$ cat src/sv/distance_fade_controller_macros.svh
// Assertion macros used by the distance fade controller fade core.
`ifndef DISTANCE_FADE_CONTROLLER_MACROS_SVH
`define DISTANCE_FADE_CONTROLLER_MACROS_SVH

// Same-cycle implication, sampled on clk, off during reset.
`define DFC_ASSERT_IMPL(lbl, ante, cons, msg) \
  lbl: assert property (@(posedge clk) disable iff (rst) (ante) |-> (cons)) \
    else $error(msg);

// Next-cycle implication, sampled on clk, off during reset.
`define DFC_ASSERT_NEXT(lbl, ante, cons, msg) \
  lbl: assert property (@(posedge clk) disable iff (rst) (ante) |=> (cons)) \
    else $error(msg);

`endif

$ cat src/sv/dfc_pkg.sv
// Types and constants of the distance fade controller.
`default_nettype none
package dfc_pkg;

  localparam int LEVEL_W = 5;
  localparam int FadeTimeUs = 500000;

  localparam logic [47:0] TIME_MAX = 48'hFFFF_FFFF_FFFF;

  // Register indexes on the configuration port
  localparam logic [1:0] CFG_NEAR     = 2'd0;
  localparam logic [1:0] CFG_FAR      = 2'd1;
  localparam logic [1:0] CFG_INTERVAL = 2'd2;

  // Phase codes as seen on the result item
  localparam logic [2:0] PH_INITIAL  = 3'd0;
  localparam logic [2:0] PH_OUT      = 3'd1;
  localparam logic [2:0] PH_FADE_IN  = 3'd2;
  localparam logic [2:0] PH_IN       = 3'd3;
  localparam logic [2:0] PH_FADE_OUT = 3'd4;

  typedef enum logic [4:0] {
    ST_INITIAL  = 5'b00001,
    ST_OUT      = 5'b00010,
    ST_FADE_IN  = 5'b00100,
    ST_IN       = 5'b01000,
    ST_FADE_OUT = 5'b10000
  } phase_state_t;

  typedef struct packed {
    logic [31:0] distance_sq;
    logic [47:0] now_us;
  } in_item_t;

  typedef struct packed {
    logic [2:0]         phase;
    logic [LEVEL_W-1:0] fade_level;
  } out_item_t;

  typedef struct packed {
    logic [31:0] near_limit_sq;
    logic [31:0] far_limit_sq;
    logic [31:0] step_interval_us;
  } cfg_t;

endpackage
`default_nettype wire

$ cat src/sv/dfc_cfg_regs.sv
// Configuration registers of the distance fade controller.
`default_nettype none
module dfc_cfg_regs #(
  parameter logic [31:0] RESET_INTERVAL = 32'd27777
) (
  input  wire logic          clk,
  input  wire logic          rst,
  input  wire logic          cfg_valid,
  output logic               cfg_ready,
  input  wire logic [1:0]    cfg_index,
  input  wire logic [31:0]   cfg_data,
  output dfc_pkg::cfg_t      cfg
);
  import dfc_pkg::*;

  cfg_t regs;

  assign cfg_ready = 1'b1;
  assign cfg          = regs;

  always_ff @(posedge clk) begin
    if (rst) begin
      regs.near_limit_sq    <= 32'd0;
      regs.far_limit_sq     <= 32'hFFFF_FFFF;
      regs.step_interval_us <= RESET_INTERVAL;
    end else if (cfg_valid && cfg_ready) begin
      case (cfg_index)
        CFG_NEAR:     regs.near_limit_sq    <= cfg_data;
        CFG_FAR:      regs.far_limit_sq     <= cfg_data;
        CFG_INTERVAL: regs.step_interval_us <= cfg_data;
        default: ;
      endcase
    end
  end

endmodule
`default_nettype wire

$ cat src/sv/dfc_fade_core.sv
// Fade phase machine: range test, level stepping and deadline update.
`default_nettype none
`include "distance_fade_controller_macros.svh"
module dfc_fade_core #(
  parameter int LEVEL_COUNT = 18
) (
  input  wire logic              clk,
  input  wire logic              rst,
  input  wire logic              step,
  input  wire dfc_pkg::cfg_t     cfg,
  input  wire dfc_pkg::in_item_t item,
  output dfc_pkg::out_item_t     res
);
  import dfc_pkg::*;

  localparam logic [LEVEL_W-1:0] LevelFull     = LEVEL_W'(LEVEL_COUNT - 1);
  localparam logic [LEVEL_W-1:0] LevelFirstOut = LEVEL_W'(LEVEL_COUNT - 2);
  localparam logic [LEVEL_W-1:0] LevelFirstIn  = LEVEL_W'(1);
  localparam logic [LEVEL_W-1:0] LevelOut      = '0;

  phase_state_t       phase;
  phase_state_t       phase_next;
  logic [LEVEL_W-1:0] level;
  logic [LEVEL_W-1:0] level_next;
  logic [47:0]        next_time;
  logic [47:0]        next_time_next;

  logic               in_range;
  logic               due;
  logic [48:0]        sum;
  logic [47:0]        deadline;
  logic [LEVEL_W:0]   level_inc;

  assign in_range = (cfg.near_limit_sq <= item.distance_sq) &&
                    (item.distance_sq <= cfg.far_limit_sq);
  assign due    = item.now_us >= next_time;
  assign sum    = {1'b0, item.now_us} + {17'd0, cfg.step_interval_us};
  // Saturate the deadline at the top of the time range
  assign deadline  = sum[48] ? TIME_MAX : sum[47:0];
  assign level_inc = {1'b0, level} + {{LEVEL_W{1'b0}}, 1'b1};

  always_comb begin
    phase_next     = phase;
    level_next     = level;
    next_time_next = next_time;
    case (phase)
      ST_OUT: begin
        if (in_range) begin
          phase_next     = ST_FADE_IN;
          level_next     = LevelFirstIn;
          next_time_next = deadline;
        end
      end
      ST_FADE_IN: begin
        if (in_range) begin
          if (due) begin
            if (level_inc >= {1'b0, LevelFull}) begin
              level_next = LevelFull;
              phase_next = ST_IN;
            end else begin
              level_next     = level_inc[LEVEL_W-1:0];
              next_time_next = deadline;
            end
          end
        end else begin
          // Reverse direction, keep the level
          phase_next     = ST_FADE_OUT;
          next_time_next = deadline;
        end
      end
      ST_IN: begin
        if (!in_range) begin
          phase_next     = ST_FADE_OUT;
          level_next     = LevelFirstOut;
          next_time_next = deadline;
        end
      end
      ST_FADE_OUT: begin
        if (!in_range) begin
          if (due) begin
            if (level <= LEVEL_W'(1)) begin
              level_next = LevelOut;
              phase_next = ST_OUT;
            end else begin
              level_next     = level - LEVEL_W'(1);
              next_time_next = deadline;
            end
          end
        end else begin
          phase_next     = ST_FADE_IN;
          next_time_next = deadline;
        end
      end
      default: begin
        if (in_range) begin
          phase_next = ST_IN;
          level_next = LevelFull;
        end else begin
          phase_next = ST_OUT;
          level_next = LevelOut;
        end
      end
    endcase
  end

  always_comb begin
    case (phase_next)
      ST_OUT:      res.phase = PH_OUT;
      ST_FADE_IN:  res.phase = PH_FADE_IN;
      ST_IN:       res.phase = PH_IN;
      ST_FADE_OUT: res.phase = PH_FADE_OUT;
      default:     res.phase = PH_INITIAL;
    endcase
    res.fade_level = level_next;
  end

  always_ff @(posedge clk) begin
    if (rst) begin
      phase     <= ST_INITIAL;
      level     <= LevelOut;
      next_time <= 48'd0;
    end else if (step) begin
      phase     <= phase_next;
      level     <= level_next;
      next_time <= next_time_next;
    end
  end

  `DFC_ASSERT_IMPL(a_level_range, 1'b1, level <= LevelFull, "fade level above full")
  `DFC_ASSERT_IMPL(a_in_full, phase == ST_IN, level == LevelFull, "in phase without full level")
  `DFC_ASSERT_IMPL(a_out_zero, phase == ST_OUT, level == LevelOut, "out phase with nonzero level")
  `DFC_ASSERT_NEXT(a_hold, !step, $stable(level) && $stable(next_time) && $stable(phase),
    "state moved without an item")

endmodule
`default_nettype wire

$ cat src/sv/distance_fade_controller.sv
// Distance fade controller top level: input register, fade core, result register.
//
// Usage:
//   Input items (in_data: distance_sq, now_us) enter on in_valid/in_stall; an
//   item is taken at a clock edge with in_valid high and in_stall low.
//   Each item yields exactly one result (out_data: phase, fade_level) on
//   out_valid/out_stall, taken when out_valid is high and out_stall low.
//   Configuration (cfg_index 0 near, 1 far, 2 step interval) is written on
//   cfg_valid/cfg_ready; cfg_ready is always high. Write only while idle.
//   A result is formed as its item passes from the input register, through
//   the single-pass fade logic, into the result register.
//   Throughput: one item per cycle while no stall holds the result; the phase,
//   level and deadline registers update in the same cycle that a result is
//   loaded, so the next item sees them at once.
//   Stall: while a result waits, one more item is still taken into the input
//   register; after that in_stall rises until out_stall drops.
//   Reset (rst, synchronous): no items held, phase initial, level 0,
//   deadline 0, near 0, far all ones, interval 500000 / LEVEL_COUNT us.
`default_nettype none
module distance_fade_controller #(
  parameter int LEVEL_COUNT = 18
) (
  input  wire logic              clk,
  input  wire logic              rst,
  input  wire logic              in_valid,
  output logic                   in_stall,
  input  wire dfc_pkg::in_item_t in_data,
  output logic                   out_valid,
  input  wire logic              out_stall,
  output dfc_pkg::out_item_t     out_data,
  input  wire logic              cfg_valid,
  output logic                   cfg_ready,
  input  wire logic [1:0]        cfg_index,
  input  wire logic [31:0]       cfg_data
);
  import dfc_pkg::*;

  localparam logic [31:0] ResetInterval = 32'(FadeTimeUs / LEVEL_COUNT);

  cfg_t      cfg;
  in_item_t  item;
  logic      item_valid;
  out_item_t res;
  logic      out_advance;
  logic      move;

  assign out_advance = !out_valid || !out_stall;
  assign move        = item_valid && out_advance;
  assign in_stall    = item_valid && !out_advance;

  dfc_cfg_regs #(
    .RESET_INTERVAL(ResetInterval)
  ) u_cfg (
    .clk      (clk),
    .rst      (rst),
    .cfg_valid(cfg_valid),
    .cfg_ready(cfg_ready),
    .cfg_index(cfg_index),
    .cfg_data (cfg_data),
    .cfg      (cfg)
  );

  dfc_fade_core #(
    .LEVEL_COUNT(LEVEL_COUNT)
  ) u_core (
    .clk (clk),
    .rst (rst),
    .step(move),
    .cfg (cfg),
    .item(item),
    .res (res)
  );

  // Input register
  always_ff @(posedge clk) begin
    if (rst) begin
      item_valid <= 1'b0;
    end else if (!in_stall) begin
      item_valid <= in_valid;
    end
  end

  always_ff @(posedge clk) begin
    if (in_valid && !in_stall) begin
      item <= in_data;
    end
  end

  // Result register: hold while stalled
  always_ff @(posedge clk) begin
    if (rst) begin
      out_valid <= 1'b0;
    end else if (out_advance) begin
      out_valid <= item_valid;
    end
  end

  always_ff @(posedge clk) begin
    if (move) begin
      out_data <= res;
    end
  end

endmodule
`default_nettype wire
$ cat config.mk
export PLATFORM = sky130hd
export DESIGN_NAME = distance_fade_controller
export DESIGN_NICKNAME = d
export VERILOG_FILES = /design/src/sv/dfc_pkg.sv /design/src/sv/dfc_cfg_regs.sv /design/src/sv/dfc_fade_core.sv /design/src/sv/distance_fade_controller.sv
export VERILOG_INCLUDE_DIRS = /design/src /design/src/sv
export SDC_FILE = /design/constraint.sdc
export NUM_CORES = 1
export LEC_CHECK = 0
export ABC_CLOCK_PERIOD_IN_PS = 13820
export BUFFER_PORTS_ARGS = -buffer_cell sky130_fd_sc_hd__clkbuf_2
export CORE_UTILIZATION = 40
export DETAILED_ROUTE_END_ITERATION = 10
export PLACE_DENSITY = 0.68
export SYNTH_ARGS = -nofsm -noshare
export SYNTH_HDL_FRONTEND = slang
export SYNTH_HIERARCHICAL = 1
export SYNTH_SLANG_ARGS = --single-unit
$ cat constraint.sdc
create_clock -name clk -period 13.82 [get_ports clk]
set_input_delay 0.691 -clock clk [delete_from_list [all_inputs] [get_ports clk]]
set_output_delay 0.691 -clock clk [all_outputs]
set_load 0.02 [all_outputs]
==> impl_summary.txt <==
----------------------------------------------------
[CTS]
  Count of cells resized by post-cts repair ... 0
  Post-CTS setup-driven buffer insertion count ... 0
  Root Driver ... sky130_fd_sc_hd__clkbuf_16
  Clock buffers created by TritonCTS ... 30
  Buffer depth of the longest clock path ... 3
  CTS HTree Levels ... 1
  Clock latency at the later pin of the worst-skew pair ... between 0.5 and 0.6 ns
  Clock transition at the registers of the reported paths ... roughly 0.06 ns
  CTS tree ... built
  Number of clock sinks seen by CTS ... roughly 240
  Number of buffers inserted by hold repair at cts ... 0

[Final layout]
  Area Growth Syn to Fin ... 14.74%
  Post-route core utilization ... 46.89%
  Count of nets after finishing ... between 1,500 and 2,000
  Sequential standard cell area ... 5766 µm²
  Fraction of final layout cells with drive strength greater than 1 ... between 10% and 20%
  Post-route non-filler standard cell count ... 2,030
  Count of filler cells inserted in the layout ... 3,268
  Area occupied by multi-input gates ... roughly 7600 µm²
  Inserted Diodes ... 0

[Critical path]
  Critical register-to-register path endpoint ... u_core/next_time[22]
  Critical path start-end classification ... reg -> reg
  Required time worst endpoint ... 14.21 ns
  Arr. time, crit path ... slightly above 5 ns
  Biggest fanout along the worst timing path ... 23
  Type of destination of the critical path ... flip-flop
  Start of the worst register-to-register path ... item[63]
  CP startpoint kind ... flip-flop
  Worst setup path startpoint ... item[63]
  Timing endpoint of the critical path ... u_core/next_time[22]
  Number of cell instances on the worst register-to-register path ... 13
  Reg-to-reg slack, setup ... around 9 ns

[Logic synthesis]
  Mapped Avg Cell Area ... ~9.9 µm²
  Number of enable flip-flop cells after synthesis ... between 80 and 90
  Area of the mapped netlist ... 14,220 µm²
  Sequential share of the synthesized area ... about two fifths
  Leading register cell type out of synthesis ... sky130_fd_sc_hd__dfxtp_1
  Proportion of register bits with asynchronous set or reset after synthesis ... 0%
  Yosys synthesis warning count ... 6
  Net count after synthesis ... 1,708
  Number of register bits inferred by synthesis ... 244
  Count of different cell masters after synthesis ... 81
  Synthesized instance count ... 1,439

[Floorplan]
  Floorplan die width ... between 150 and 200 µm
  Die area ... between 30,000 and 40,000 µm²
  Initial Util ... around two fifths
  Die Height ... 190.6 µm
  Std-Cell Core Area ... 34,800 µm²
  Top-level port count ... 130
  Std-Cell Rows ... 68

[Drt]
  Routed length on met3 ... between 1 and 1.5 mm
  Average wire length per cell after detail routing ... about 17 µm
  First-pass detailed-route iteration total ... 5
  Top routing layer used ... met4
  Sum of met2 wire segment lengths after detailed routing ... 15.83 mm
  Wl on met1 ... 15.98 mm
  Number of remaining DRC errors ... 0
  Detailed-route wire length ... approximately 34 mm
  Count of nets left with antenna violations after detail routing ... 0
  Vias after detailed routing ... around 11,000
  Initial drt markers ... approximately 700
  Post-DR vias/cell ... between 5 and 6

[Place]
  Placed Cells incl. Taps ... ~2,000
  Weighted congestion reported at the end of routability-driven placement ... slightly below 0.9
  Count of input and output buffers ... around 130
  Final HPWL DP ... ~25 mm

[Global routing]
  All-Layer GR Usage ... roughly a fifth
  Initial antenna violation count ... 0
  Overall overflow remaining after global route ... 0
  Pin count of the biggest net entering global routing ... approximately 130
  Via count of the first global-routing pass ... approximately 11,000
  Global-route wire length before repair ... ~55 mm

[Pwr]
  Power density normalized to cell area ... ~120 nW/µm²
  Leak Pwr ... around 7 nW
  Total power after layout ... approximately 0.0019 W
  Peak supply drop ... just over 0.09 mV

[STA]
  Unrepaired setup endpoints after global routing ... false
  Total Neg Setup Slack ... 0 ns
  Number of max-slew violations in the final report ... 0
  Worst clock skew on the final layout ... approximately 0.018 ns
  Shortest clock period the worst path allows after layout ... between 4 and 5 ns
  Tightest slew margin relative to the limit ... roughly 20%
  Worst Hold Margin ... about 0.29 ns
  Final setup viols ... 0
  Share of the cycle needed by the critical path after routing ... roughly 34%
  Actual slew at the worst max-slew pin ... ~1.2 ns
  Maximum frequency from static timing analysis ... 214.1 MHz
  Hold Violations, Final ... 0

[Hold path]
  Worst Hold Class ... in -> reg

[Job]
  Max-cap violation count ... 0

[Status]
  Outcome ... completed

----------------------------------------------------
state kept, by name, summed over array words and instances, names as in the netlist:
register and cells:
u_core/level 5, u_core/next_time 48, out_valid 1, out_data 8, u_core/phase 5, item 80, u_cfg/cfg 96, item_valid 1
cell type report:
cell class | count | share of cell area, %
Multi-Input combinational cell | 1003 | 46.72
Sequential cell | 244 | 35.33
Clock buffer | 42 | 5.705
Timing Repair Buffer | 135 | 4.286
Tap cell | 455 | 3.489
Inverter | 137 | 3.152
Clock inverter | 14 | 1.311
per-layer routing:
layer  vias to the layer above  GRT usage, %
met5                         -             0
met4                         0         6.246
met2                       222         31.45
met1                      5066         25.60
met3                        55         2.043
li1                       5426             -
power breakdown:
| group | leakage [nW] | internal [W] | switching (W) |
|---|---|---|---|
| registers | 2.12 | 0.000774 | 0.0000223 |
| logic | 4.35 | 0.0000850 | 0.000121 |
| clock network | 0.564 | 0.000563 | 0.000322 |
| total | 7.03 | 0.00142 | 0.000465 |
metrics by stage:
stage               setup WS (ns)  instance area, µm²
global placement            9.310               15170
floorplan                   9.065               14220
finish                      9.150               16320
detailed placement          9.162               15170
global route                8.829               16320
CTS                         9.138               16320
cell usage after synthesis, types with 6 or more instances:
library cell	number	area [µm²]
sky130_fd_sc_hd__nor3_1	14	70.07
sky130_fd_sc_hd__a211oi_1	10	75.07
sky130_fd_sc_hd__a21oi_1	87	435.4
sky130_fd_sc_hd__mux2i_1	99	991.0
sky130_fd_sc_hd__and3_1	14	87.58
sky130_fd_sc_hd__a221oi_1	28	245.2
sky130_fd_sc_hd__nor2b_1	9	56.30
sky130_fd_sc_hd__xnor2_1	12	105.1
sky130_fd_sc_hd__buf_4	6	45.04
sky130_fd_sc_hd__o21a_1	13	97.59
sky130_fd_sc_hd__nand3_1	22	110.1
sky130_fd_sc_hd__ha_1	149	1864
sky130_fd_sc_hd__nand2b_1	97	606.8
sky130_fd_sc_hd__inv_1	137	514.2
sky130_fd_sc_hd__nand4_1	34	212.7
sky130_fd_sc_hd__o211ai_1	6	45.04
sky130_fd_sc_hd__nand2_1	66	247.7
sky130_fd_sc_hd__dfxtp_1	156	3123
sky130_fd_sc_hd__nor4_1	7	43.79
sky130_fd_sc_hd__xor2_1	27	236.5
sky130_fd_sc_hd__edfxtp_1	88	2643
sky130_fd_sc_hd__a221oi_2	21	315.3
sky130_fd_sc_hd__a31oi_1	12	75.07
sky130_fd_sc_hd__a21o_1	22	165.2
sky130_fd_sc_hd__nor2_1	114	427.9
sky130_fd_sc_hd__buf_2	14	70.07
sky130_fd_sc_hd__o21ai_0	45	225.2
sky130_fd_sc_hd__buf_6	12	135.1
sky130_fd_sc_hd__clkbuf_1	23	86.33
cells in the final DEF (no fill, tap or decap), types with 5 or more instances in the layout:
cell type                   instances
sky130_fd_sc_hd__dfxtp_1          156
sky130_fd_sc_hd__ha_1             149
sky130_fd_sc_hd__inv_1            137
sky130_fd_sc_hd__clkbuf_2         127
sky130_fd_sc_hd__nor2_1           113
sky130_fd_sc_hd__mux2i_1           99
sky130_fd_sc_hd__nand2b_1          97
sky130_fd_sc_hd__edfxtp_1          88
sky130_fd_sc_hd__a21oi_1           87
sky130_fd_sc_hd__nand2_1           66
sky130_fd_sc_hd__o21ai_0           45
sky130_fd_sc_hd__clkbuf_16         34
sky130_fd_sc_hd__nand4_1           34
sky130_fd_sc_hd__a221oi_1          28
sky130_fd_sc_hd__xor2_1            27
sky130_fd_sc_hd__a21o_1            22
sky130_fd_sc_hd__nand3_1           22
sky130_fd_sc_hd__a221oi_2          21
sky130_fd_sc_hd__nor3_1            14
sky130_fd_sc_hd__and3_1            14
sky130_fd_sc_hd__o21a_1            13
sky130_fd_sc_hd__a31oi_1           12
sky130_fd_sc_hd__xnor2_1           12
sky130_fd_sc_hd__a211oi_1          10
sky130_fd_sc_hd__nor2b_1            9
sky130_fd_sc_hd__buf_4              7
sky130_fd_sc_hd__nor4_1             7
sky130_fd_sc_hd__o211ai_1           6
sky130_fd_sc_hd__clkbuf_8           5
sky130_fd_sc_hd__bufinv_16          5
sky130_fd_sc_hd__clkinv_2           5
sky130_fd_sc_hd__o21ai_1            5
sky130_fd_sc_hd__and2_1             5
critical path: stages, from the launching register on:
cell                        delay [ns]
sky130_fd_sc_hd__edfxtp_1         0.38
sky130_fd_sc_hd__inv_1            0.06
sky130_fd_sc_hd__ha_1             0.29
sky130_fd_sc_hd__nand4_1          0.22
sky130_fd_sc_hd__nor4_1           0.58
sky130_fd_sc_hd__nor2b_1          0.16
sky130_fd_sc_hd__o31a_1           0.16
sky130_fd_sc_hd__a21oi_1          0.35
sky130_fd_sc_hd__nand2_1          0.35
sky130_fd_sc_hd__inv_1            0.42
sky130_fd_sc_hd__o2111ai_4        0.25
sky130_fd_sc_hd__a21oi_4          0.64
sky130_fd_sc_hd__buf_4            0.48
sky130_fd_sc_hd__a221oi_1         0.15
how the worst min path moves through the flow:
stage | start | end | slack [ns] | cells past startpoint
after CTS | in_data[36] | item[36] | 0.27 | 1
after global placement | u_core/next_time[12] | u_core/next_time[12] | 0.46 | 2
after detailed placement | u_cfg/cfg[64] | u_cfg/cfg[64] | 0.46 | 2
final | in_data[70] | item[70] | 0.29 | 1
after global routing | in_data[36] | item[36] | 0.28 | 1
after floorplan | u_core/next_time[4] | u_core/next_time[4] | 0.44 | 2
cells by family after synthesis:
family	after synthesis	synth area share, %
AOI/OAI and AO/OA	306	16.01
adders and majority gates	150	13.25
DFF	244	40.54
and+or+nand+nor	406	14.66
buffers and inverters	192	5.983
xor gates and xnor gates	39	2.402
muxes	101	7.127
other	1	0.02637
Power figures use the tool's default switching activity.
